**src/hw/rtl/lpit_pkg.sv**
```systemverilog
// package for the point-in-triangle locator
// payload structs, arithmetic widths and divider request/response types
// no dependencies
`timescale 1ns / 1ps
package lpit_pkg;

  // arithmetic widths
  localparam int unsigned COORD_W  = 32;
  localparam int unsigned DIFF_W   = COORD_W + 1;
  localparam int unsigned PROD_W   = 2 * DIFF_W;
  localparam int unsigned CROSS_W  = PROD_W + 1;
  localparam int unsigned MAG_W    = PROD_W;
  localparam int unsigned FRAC_SH  = 24;
  localparam int unsigned QUO_W    = 32;
  localparam int unsigned TOL_W    = 25;
  localparam int unsigned IDX_W    = 24;
  localparam int unsigned TEST_W   = QUO_W + 3;

  typedef struct packed {
    logic signed [COORD_W-1:0] point_x;
    logic signed [COORD_W-1:0] point_y;
    logic signed [COORD_W-1:0] corner0_x;
    logic signed [COORD_W-1:0] corner0_y;
    logic signed [COORD_W-1:0] corner1_x;
    logic signed [COORD_W-1:0] corner1_y;
    logic signed [COORD_W-1:0] corner2_x;
    logic signed [COORD_W-1:0] corner2_y;
    logic [IDX_W-1:0]          elem_index;
    logic                      last_candidate;
  } in_beat_t;

  typedef struct packed {
    logic                    found;
    logic [IDX_W-1:0]        hit_index;
    logic signed [QUO_W-1:0] coord_u;
    logic signed [QUO_W-1:0] coord_v;
    logic                    degenerate_seen;
  } out_beat_t;

  typedef struct packed {
    logic             start;
    logic [MAG_W-1:0] num_mag;
    logic [MAG_W-1:0] den_mag;
  } div_req_t;

  typedef struct packed {
    logic             busy;
    logic             done;
    logic             big;
    logic [QUO_W-1:0] quo;
  } div_rsp_t;

endpackage

```
**src/hw/rtl/lpit_div.sv**
```systemverilog
// serial restoring divider, one quotient bit per cycle
// computes (num << 24) / den with an overflow flag for quotients >= 2^32
// depends on lpit_pkg
`timescale 1ns / 1ps
module lpit_div (
  input  logic              clk_i,
  input  logic              rst_ni,
  input  lpit_pkg::div_req_t req_i,
  output lpit_pkg::div_rsp_t rsp_o
);

  localparam int unsigned NW = lpit_pkg::MAG_W + lpit_pkg::FRAC_SH;
  localparam int unsigned RW = lpit_pkg::MAG_W + 1;
  localparam int unsigned CW = lpit_pkg::MAG_W + lpit_pkg::QUO_W;
  localparam int unsigned HW = NW - lpit_pkg::QUO_W;

  logic [NW-1:0]                num_ext;
  logic                         big_d;
  logic [RW-1:0]                rem_q, rem_d, rem_sh;
  logic [lpit_pkg::QUO_W-1:0]   lo_q, lo_d, quo_q, quo_d;
  logic [lpit_pkg::MAG_W-1:0]   den_q, den_d;
  logic [4:0]                   cnt_q, cnt_d;
  logic                         busy_q, busy_d, done_q, done_d, big_q;
  logic                         ge;

  // numerator scaled into Q66.24 and overflow precheck
  assign num_ext = {req_i.num_mag, {lpit_pkg::FRAC_SH{1'b0}}};
  assign big_d   = {{(CW-NW){1'b0}}, num_ext} >= {req_i.den_mag, {lpit_pkg::QUO_W{1'b0}}};

  // one restoring step
  assign rem_sh = {rem_q[RW-2:0], lo_q[lpit_pkg::QUO_W-1]};
  assign ge     = rem_sh >= {1'b0, den_q};

  always_comb begin
    rem_d  = rem_q;
    lo_d   = lo_q;
    quo_d  = quo_q;
    den_d  = den_q;
    cnt_d  = cnt_q;
    busy_d = busy_q;
    done_d = 1'b0;
    if (req_i.start) begin
      rem_d  = {{(RW-HW){1'b0}}, num_ext[NW-1:lpit_pkg::QUO_W]};
      lo_d   = num_ext[lpit_pkg::QUO_W-1:0];
      den_d  = req_i.den_mag;
      quo_d  = '0;
      cnt_d  = '0;
      busy_d = 1'b1;
    end else if (busy_q) begin
      rem_d = ge ? rem_sh - {1'b0, den_q} : rem_sh;
      lo_d  = {lo_q[lpit_pkg::QUO_W-2:0], 1'b0};
      quo_d = {quo_q[lpit_pkg::QUO_W-2:0], ge};
      cnt_d = cnt_q + 5'd1;
      if (cnt_q == 5'd31) begin
        busy_d = 1'b0;
        done_d = 1'b1;
      end
    end
  end

  // control registers
  always_ff @(posedge clk_i or negedge rst_ni) begin
    if (!rst_ni) begin
      busy_q <= 1'b0;
      done_q <= 1'b0;
      cnt_q  <= '0;
    end else begin
      busy_q <= busy_d;
      done_q <= done_d;
      cnt_q  <= cnt_d;
    end
  end

  // datapath registers
  always_ff @(posedge clk_i) begin
    rem_q <= rem_d;
    lo_q  <= lo_d;
    quo_q <= quo_d;
    den_q <= den_d;
    if (req_i.start) begin
      big_q <= big_d;
    end
  end

  assign rsp_o.busy = busy_q;
  assign rsp_o.done = done_q;
  assign rsp_o.big  = big_q;
  assign rsp_o.quo  = quo_q;

endmodule

```
**config.mk**
```make
export PLATFORM = sky130hd
export DESIGN_NAME = lpit_div
export DESIGN_NICKNAME = d
export VERILOG_FILES = /design/src/hw/rtl/lpit_pkg.sv /design/src/hw/rtl/lpit_div.sv
export SDC_FILE = /design/constraint.sdc
export NUM_CORES = 1
export LEC_CHECK = 0
export ABC_AREA = 1
export BUFFER_PORTS_ARGS = -buffer_cell sky130_fd_sc_hd__buf_2
export CAP_MARGIN = 20
export CORE_ASPECT_RATIO = 1.5
export CORE_MARGIN = 2
export CORE_UTILIZATION = 23
export CTS_BUF_LIST = sky130_fd_sc_hd__clkbuf_4 sky130_fd_sc_hd__clkbuf_8
export CTS_CLUSTER_SIZE = 12
export DETAILED_ROUTE_END_ITERATION = 8
export PLACE_DENSITY = 0.47
export SKIP_LAST_GASP = 1
export SLEW_MARGIN = 20
export SYNTH_ARGS = -nofsm -noshare
export SYNTH_HDL_FRONTEND = slang
export SYNTH_SLANG_ARGS = --single-unit
```
**constraint.sdc**
```tcl
create_clock -name clk_i -period 9.8 [get_ports clk_i]
set_input_delay 0.98 -clock clk_i [delete_from_list [all_inputs] [get_ports clk_i]]
set_output_delay 0.98 -clock clk_i [all_outputs]
set_load 0.03 [all_outputs]
```
==> results of run 1 <==
==> per-layer routing <==
| metal | GRT usage | vias to the layer above | part of all wire |
|---|---|---|---|
| met5 | 0 | - | 0.00046 |
| li1 | - | 6837 | - |
| met1 | 0.168 | 6270 | 0.39 |
| met3 | 0.0229 | 50 | 0.025 |
| met4 | 0.0631 | 4 | 0.030 |
| met2 | 0.321 | 190 | 0.55 |
==> cell families after synthesis <==
logic type | Yosys count | share of synthesized area
xor+xnor | 40 | 0.0246
simple gates | 982 | 0.287
buf+inv | 414 | 0.116
flops | 180 | 0.350
fa+ha+maj | 127 | 0.112
compound gates | 287 | 0.111
==> cell usage after synthesis (2+ instances only) <==
master	number	area [µm²]
inv_2	2	7.51
buf_1	4	15.0
a31oi_1	3	18.8
clkbuf_2	3	15.0
ha_1	126	1580
o21ai_1	34	170
nor3_1	22	110
inv_1	373	1400
nand3_1	106	531
nand2_2	2	12.5
a21o_1	2	15.0
nor2_1	166	623
dfrtp_1	7	175
nand3_2	8	80.1
nor4_1	12	75.1
or2_1	13	81.3
nor2_2	5	31.3
o21bai_1	15	113
a21oi_1	119	596
nand2_1	613	2300
or2_2	17	106
o21a_1	3	22.5
o211ai_1	15	113
dfxtp_1	40	801
o22ai_1	30	188
nand4_1	14	87.6
buf_8	2	30.0
edfxtp_1	133	3990
buf_4	4	30.0
nand3b_1	2	15.0
xnor2_1	35	307
clkbuf_1	18	67.6
buf_6	7	78.8
o21ai_0	62	310
xor2_1	5	43.8
==> cell usage in the layout, fill, tap and decap left out, types with 3 or more instances in the layout <==
master,n
a21oi_1,119
a31oi_1,3
buf_2,168
buf_4,5
clkbuf_8,17
clkinv_8,3
dfrtp_1,7
dfxtp_1,40
diode_2,4
edfxtp_1,133
ha_1,126
inv_1,372
inv_12,6
nand2_1,613
nand3_1,106
nand3_2,8
nand4_1,14
nor2_1,166
nor2_2,5
nor3_1,22
nor4_1,11
o211ai_1,15
o21a_1,3
o21ai_0,62
o21ai_1,34
o21bai_1,15
o22ai_1,30
or2_1,13
or2_2,17
xnor2_1,35
xor2_1,5
==> area by class of cell <==
class                   count  area, µm²
diodes                      4       10.0
clock buffers              17        234
clock inverters            15        226
fillers                  6895      44800
inverters                 375       1410
multi-input cells        1436       7610
flip-flops and latches    180       4970
well taps                 791        990
repair buffers            174        890
==> flip-flops by register name (all words and copies together) (netlist names) <==
| signal | cells |
|---|---|
| rem_q | 66 |
| done_q | 1 |
| quo_q | 32 |
| cnt_q | 5 |
| busy_q | 1 |
| den_q | 66 |
| lo_q | 8 |
| big_q | 1 |
==> critical path: stages, from the launching register on <==
cell      delay [ns]
edfxtp_1        0.44
ha_1            0.41
nand2_1         0.11
nor2_1          0.25
nand4_1         0.20
nor2_1          0.19
nand2_1         0.09
o21bai_1        0.14
nor2_1          0.09
nand2_4         0.49
buf_4           0.60
nand3_1         0.16
nand3_1         0.12
nand2_1         0.07
==> how the worst max path moves through the flow <==
stage / startpoint / end / slack (ns) / depth (start not counted)
floorplan: req_i[132] / lo_q[24] / 6.13 / 3
global placement: req_i[60] / big_q / 5.71 / 7
detailed placement: req_i[132] / rem_q[26] / 5.99 / 4
CTS: rem_q[55] / rem_q[57] / 6.02 / 13
global route: rem_q[55] / rem_q[42] / 5.72 / 13
finish: rem_q[55] / rem_q[42] / 6.07 / 13
==> stage by stage <==
| stage | power, mW | setup WS (ns) | std cells |
|---|---|---|---|
| after floorplan | 2.78 | 6.13 | 2030 |
| after global placement | 3.46 | 5.71 | 2956 |
| after detailed placement | 3.45 | 5.99 | 2956 |
| after CTS | 4.07 | 6.02 | 2988 |
| after global routing | 4.38 | 5.72 | 2991 |
| final | 4.02 | 6.07 | 2992 |
==> power by group through the flow <==
| stage | clock network [mW] | registers, mW | logic [mW] |
|---|---|---|---|
| finish | 0.588 | 1.09 | 2.34 |
| CTS | 0.618 | 1.09 | 2.36 |
| global route | 0.639 | 1.11 | 2.63 |
| global placement | 0 | 1.11 | 2.35 |
| detailed placement | 0 | 1.11 | 2.34 |
| floorplan | 0 | 1.09 | 1.69 |
==> impl_metrics.ini, run 1 <==
[status]
status = complete, no violations

[synth]
synth_edf_count = 133
synth_area_um2 = 14200
avgSynthCellArea_um2 = 7.00
ys_types = 43
syn_inst = 2030
ys_warn_count = 0
syn_nets = 2292
async_reset_ff_frac = 0.0389
synth_ff_type = edfxtp_1
yosysSeqAreaShare = 0.350
synth-seq-cells = 180

[setup_path]
reg2reg_to = rem_q[42]
crit_arrival_ns = 4.02
r2r-start = rem_q[55]
required_ns = 10.09
critPathKind = reg -> reg
cp-start-kind = register
worstRegToRegCells = 13
crit_path_max_fanout = 69
endpoint_kind = register
r2r_setup_slack_ns = 6.07

[sta]
whs_ns = 0.226
worstMarginPinSlew_ns = 0.917
min_period_ns = 3.73
grt_setup_unrepaired = no
max_freq_mhz = 268
period_share = 0.381
hold_viol_final = 0
tns_ns = 0
relSlewSlack = 0.389
finalSetupViolCount = 0
fin_skew_ns = 0.0289
drv_slew = 0

[floorplan]
rows = 111
coreArea_um2 = 61100
die_h_um = 309
start_util = 0.233
io_pins = 170
die_w_um = 207
dieArea_um2 = 63900

[placed_design]
io_buffers = 169
dp_hpwl_mm = 43.9
gp_congestion = 0.930
placed_area_um2 = 15900

[final_layout]
postLayoutCoreUtil = 0.267
nets = 2446
areaGrowthSynthToFinish_pct = 14.9
postLayoutCellArea_um2 = 16300
drive_gt1_frac = 0.111

[power_and_ir_drop]
p_clk_frac = 0.146
switchingPower_mw = 2.02
switching_share = 0.503
power_leakage_nw = 8.08
combPwrFrac = 0.582
vdd_drop_max_mv = 0.103
internal_power_mw = 2.00
p_seq_frac = 0.272
power.density_nw_per_um2 = 246

[drt]
viasPerCell = 4.46
drc = 0
drt_iter0_markers = 671
vias = 13351
drt-total-wl_mm = 51.7
drtAntennaViolNets = 0
firstDrtPassIters = 5
wl_per_cell_um = 17.3

[global_routing]
grt_pass1_wl_mm = 78.9
grt_max_degree = 70
grt_overflow = 0
grt_usage = 0.161
grt_pass1_vias = 13916
antenna_found_initial = 6

[clock_tree]
numCtsBuffers = 17
htree_levels = 4
clock_latency_ns = 0.56
ctsResizeCount = 0
postCtsSetupBuffers = 0
clock-sinks = 180
path_clk_slew_ns = 0.13
clk_path_buf_depth = 2
postCtsHoldBufs = 0
cts_tree = built
clockRootBuffer = clkbuf_8

[run]
max_cap_viol_count = 0

[worst_hold_path]
hold_path.class = in -> async
Note: power is estimated with default switching activity, not from simulation.
==> run 2: changes to the inputs <==
--- a/config.mk
+++ b/config.mk
@@ -14,7 +14,7 @@
 export CTS_BUF_LIST = sky130_fd_sc_hd__clkbuf_4 sky130_fd_sc_hd__clkbuf_8
 export CTS_CLUSTER_SIZE = 12
 export DETAILED_ROUTE_END_ITERATION = 8
-export PLACE_DENSITY = 0.47
+export PLACE_DENSITY = 0.49
 export SKIP_LAST_GASP = 1
 export SLEW_MARGIN = 20
 export SYNTH_ARGS = -nofsm -noshare
==> constraint.sdc (replaced) <==
create_clock -name clk_i -period 3 [get_ports clk_i]
set_input_delay 0.3 -clock clk_i [delete_from_list [all_inputs] [get_ports clk_i]]
set_output_delay 0.3 -clock clk_i [all_outputs]
set_load 0.03 [all_outputs]
==> impl_metrics.ini, run 2 (synthesis results as in run 1) <==
[clock_tree]
numCtsBuffers = 17
clock-sinks = 180
path_clk_slew_ns = 0.12
clk_path_buf_depth = 2
cts_tree = built
clock_latency_ns = 0.56
htree_levels = 4
clockRootBuffer = clkbuf_8

[setup_path]
critPathKind = reg -> reg
endpoint_kind = register
cp-start-kind = register
cp-startpoint = rem_q[63]
critical_path.slowest_cell = dfxtp_1
r2r-start = rem_q[63]
crit_path_max_fanout = 31
path_common_cell = nand2_1
crit_chain = ha_1, a21oi_1, nor2_1, nor3_1, nand2_1, o21bai_1, nor2_2, nand2_8, clkbuf_16, or2_2, nand3_1, nand2_1
required_ns = 3.31
crit_arrival_ns = 3.21
worstRegToRegCells = 12
worst_path_largest_cell_delay_ns = 0.35

[power_and_ir_drop]
combPwrFrac = 0.616
switching_share = 0.491
power_mw = 14.2
p_clk_frac = 0.131
switchingPower_mw = 6.97
vdd_drop_max_mv = 0.269
p_seq_frac = 0.254
internal_power_mw = 7.22
power_leakage_nw = 8.77
power.density_nw_per_um2 = 791

[sta]
tns_ns = 0
max_freq_mhz = 345
fin_skew_ns = 0.0321
finalSetupViolCount = 0
worstMarginPinSlew_ns = 0.891
relSlewSlack = 0.406
grt_setup_unrepaired = yes
drv_slew = 0
min_period_ns = 2.90
hold_viol_final = 0
period_share = 0.965

[final_layout]
postLayoutCellArea_um2 = 17900
final_common_cell = nand2_1
fin_cells = 3134
largestRegisters = den_q (66), rem_q (66), quo_q (32)
nFillCells = 6841
areaGrowthSynthToFinish_pct = 26.2
most-common-layout-cells = nand2_1 (607), inv_1 (372), buf_2 (168)
drive_gt1_frac = 0.149
nets = 2591

[floorplan]
dieArea_um2 = 63900
rows = 111
io_pins = 170
coreArea_um2 = 61100
start_util = 0.233
die_w_um = 207
die_h_um = 309

[placed_design]
dp_cells = 3014
placed_area_um2 = 16400
io_buffers = 169
gp_congestion = 0.883
dp_hpwl_mm = 44.8

[global_routing]
antenna_found_initial = 2
grt_max_degree = 115
grt_use_met3 = 0.0189
grt_pass1_wl_mm = 80.6
grt_pass1_vias = 14245
grtUsageMet2 = 0.335
grtUsageMet1 = 0.173
busiest_layer = met2
grt_overflow = 0
grt_usage = 0.164

[drt]
drtAntennaViolNets = 0
wl_per_cell_um = 17.1
drt-total-wl_mm = 53.5
drc = 0
drt_iter0_markers = 682
firstDrtPassIters = 5
vias = 13882
viasPerCell = 4.43

[worst_hold_path]
hold_path.class = in -> reg
hp-start = req_i[84]
hold_depth = 3

[run]
max_cap_viol_count = 0

[status]
status = complete, no violations
run 2: cell count changes in the layout (fill, tap and decap cells not counted), moves of 8 or more:
cell | previous run | this run
a21oi_1 | 119 | 111
a21oi_2 | 0 | 8
buf_4 | 5 | 61
dlygate4sd3_1 | 0 | 82
ha_1 | 126 | 113
ha_4 | 0 | 8
nor2_1 | 166 | 152
nor2_2 | 5 | 16
run 2: layer usage:
metal,vias to the layer above,share of wire
met5,-,0.00013
met4,2,0.022
met3,45,0.022
met2,228,0.56
met1,6479,0.39
li1,7128,-
run 2: path summary, 6_finish.rpt:
path / slack, ns / to
hold / removal: 0.04 / rem_q[10]
max in group asynchronous: 2.73 / busy_q
setup reg to reg: 0.10 / rem_q[43]
setup / recovery: 0.10 / rem_q[43]
min in group asynchronous: 0.09 / cnt_q[3]
hold reg to reg: 0.47 / quo_q[25]
run 2: worst max-delay path, delay by kind of cell (launching register included):
kind	cells	cell delay, ns
fa+ha+maj	1	0.34
simple gates	8	1.30
buf+inv	1	0.24
flops	1	0.35
compound gates	2	0.41
run 2: through the flow:
stage / setup WS [ns] / utilization / hold WS [ns]
after floorplan: 0.595 / - / 0.00441
after global placement: 0.0300 / 0.268 / 0.143
after detailed placement: 0.0280 / 0.268 / 0.146
after CTS: 0.00777 / 0.288 / 0.000689
after global routing: -0.0540 / 0.294 / 0.0246
final: 0.104 / 0.294 / 0.0446
run 2: cell type report:
type                       instances  area (µm²)  share of cell area
timing repair buffer             319        2290               0.128
multi-input combinational       1436        7840               0.437
tap                              791         990              0.0552
clock buffer                      17         234              0.0130
sequential                       180        4970               0.277
inverter                         375        1410              0.0785
clock inverter                    15         211              0.0118
antenna                            1        2.50            0.000139
run 2: power by group through the flow:
stage                     Combinational [mW]  Sequential, mW  Clock (mW)
after floorplan                         5.51            3.56           0
after global placement                  8.28            3.62           0
after detailed placement                8.25            3.62           0
after CTS                               8.40            3.57        1.94
after global routing                    9.73            3.67        2.01
final                                   8.74            3.60        1.86
run 2: repair_timing:
| action | 4_1_cts | 5_1_grt |
|---|---|---|
| hold buffers | 82 | 0 |
| endpoints found under the setup margin | 0 | 67 |
| resized for setup | 0 | 52 |
| hold endpoints to repair | 88 | 0 |
| setup buffers | 0 | 3 |
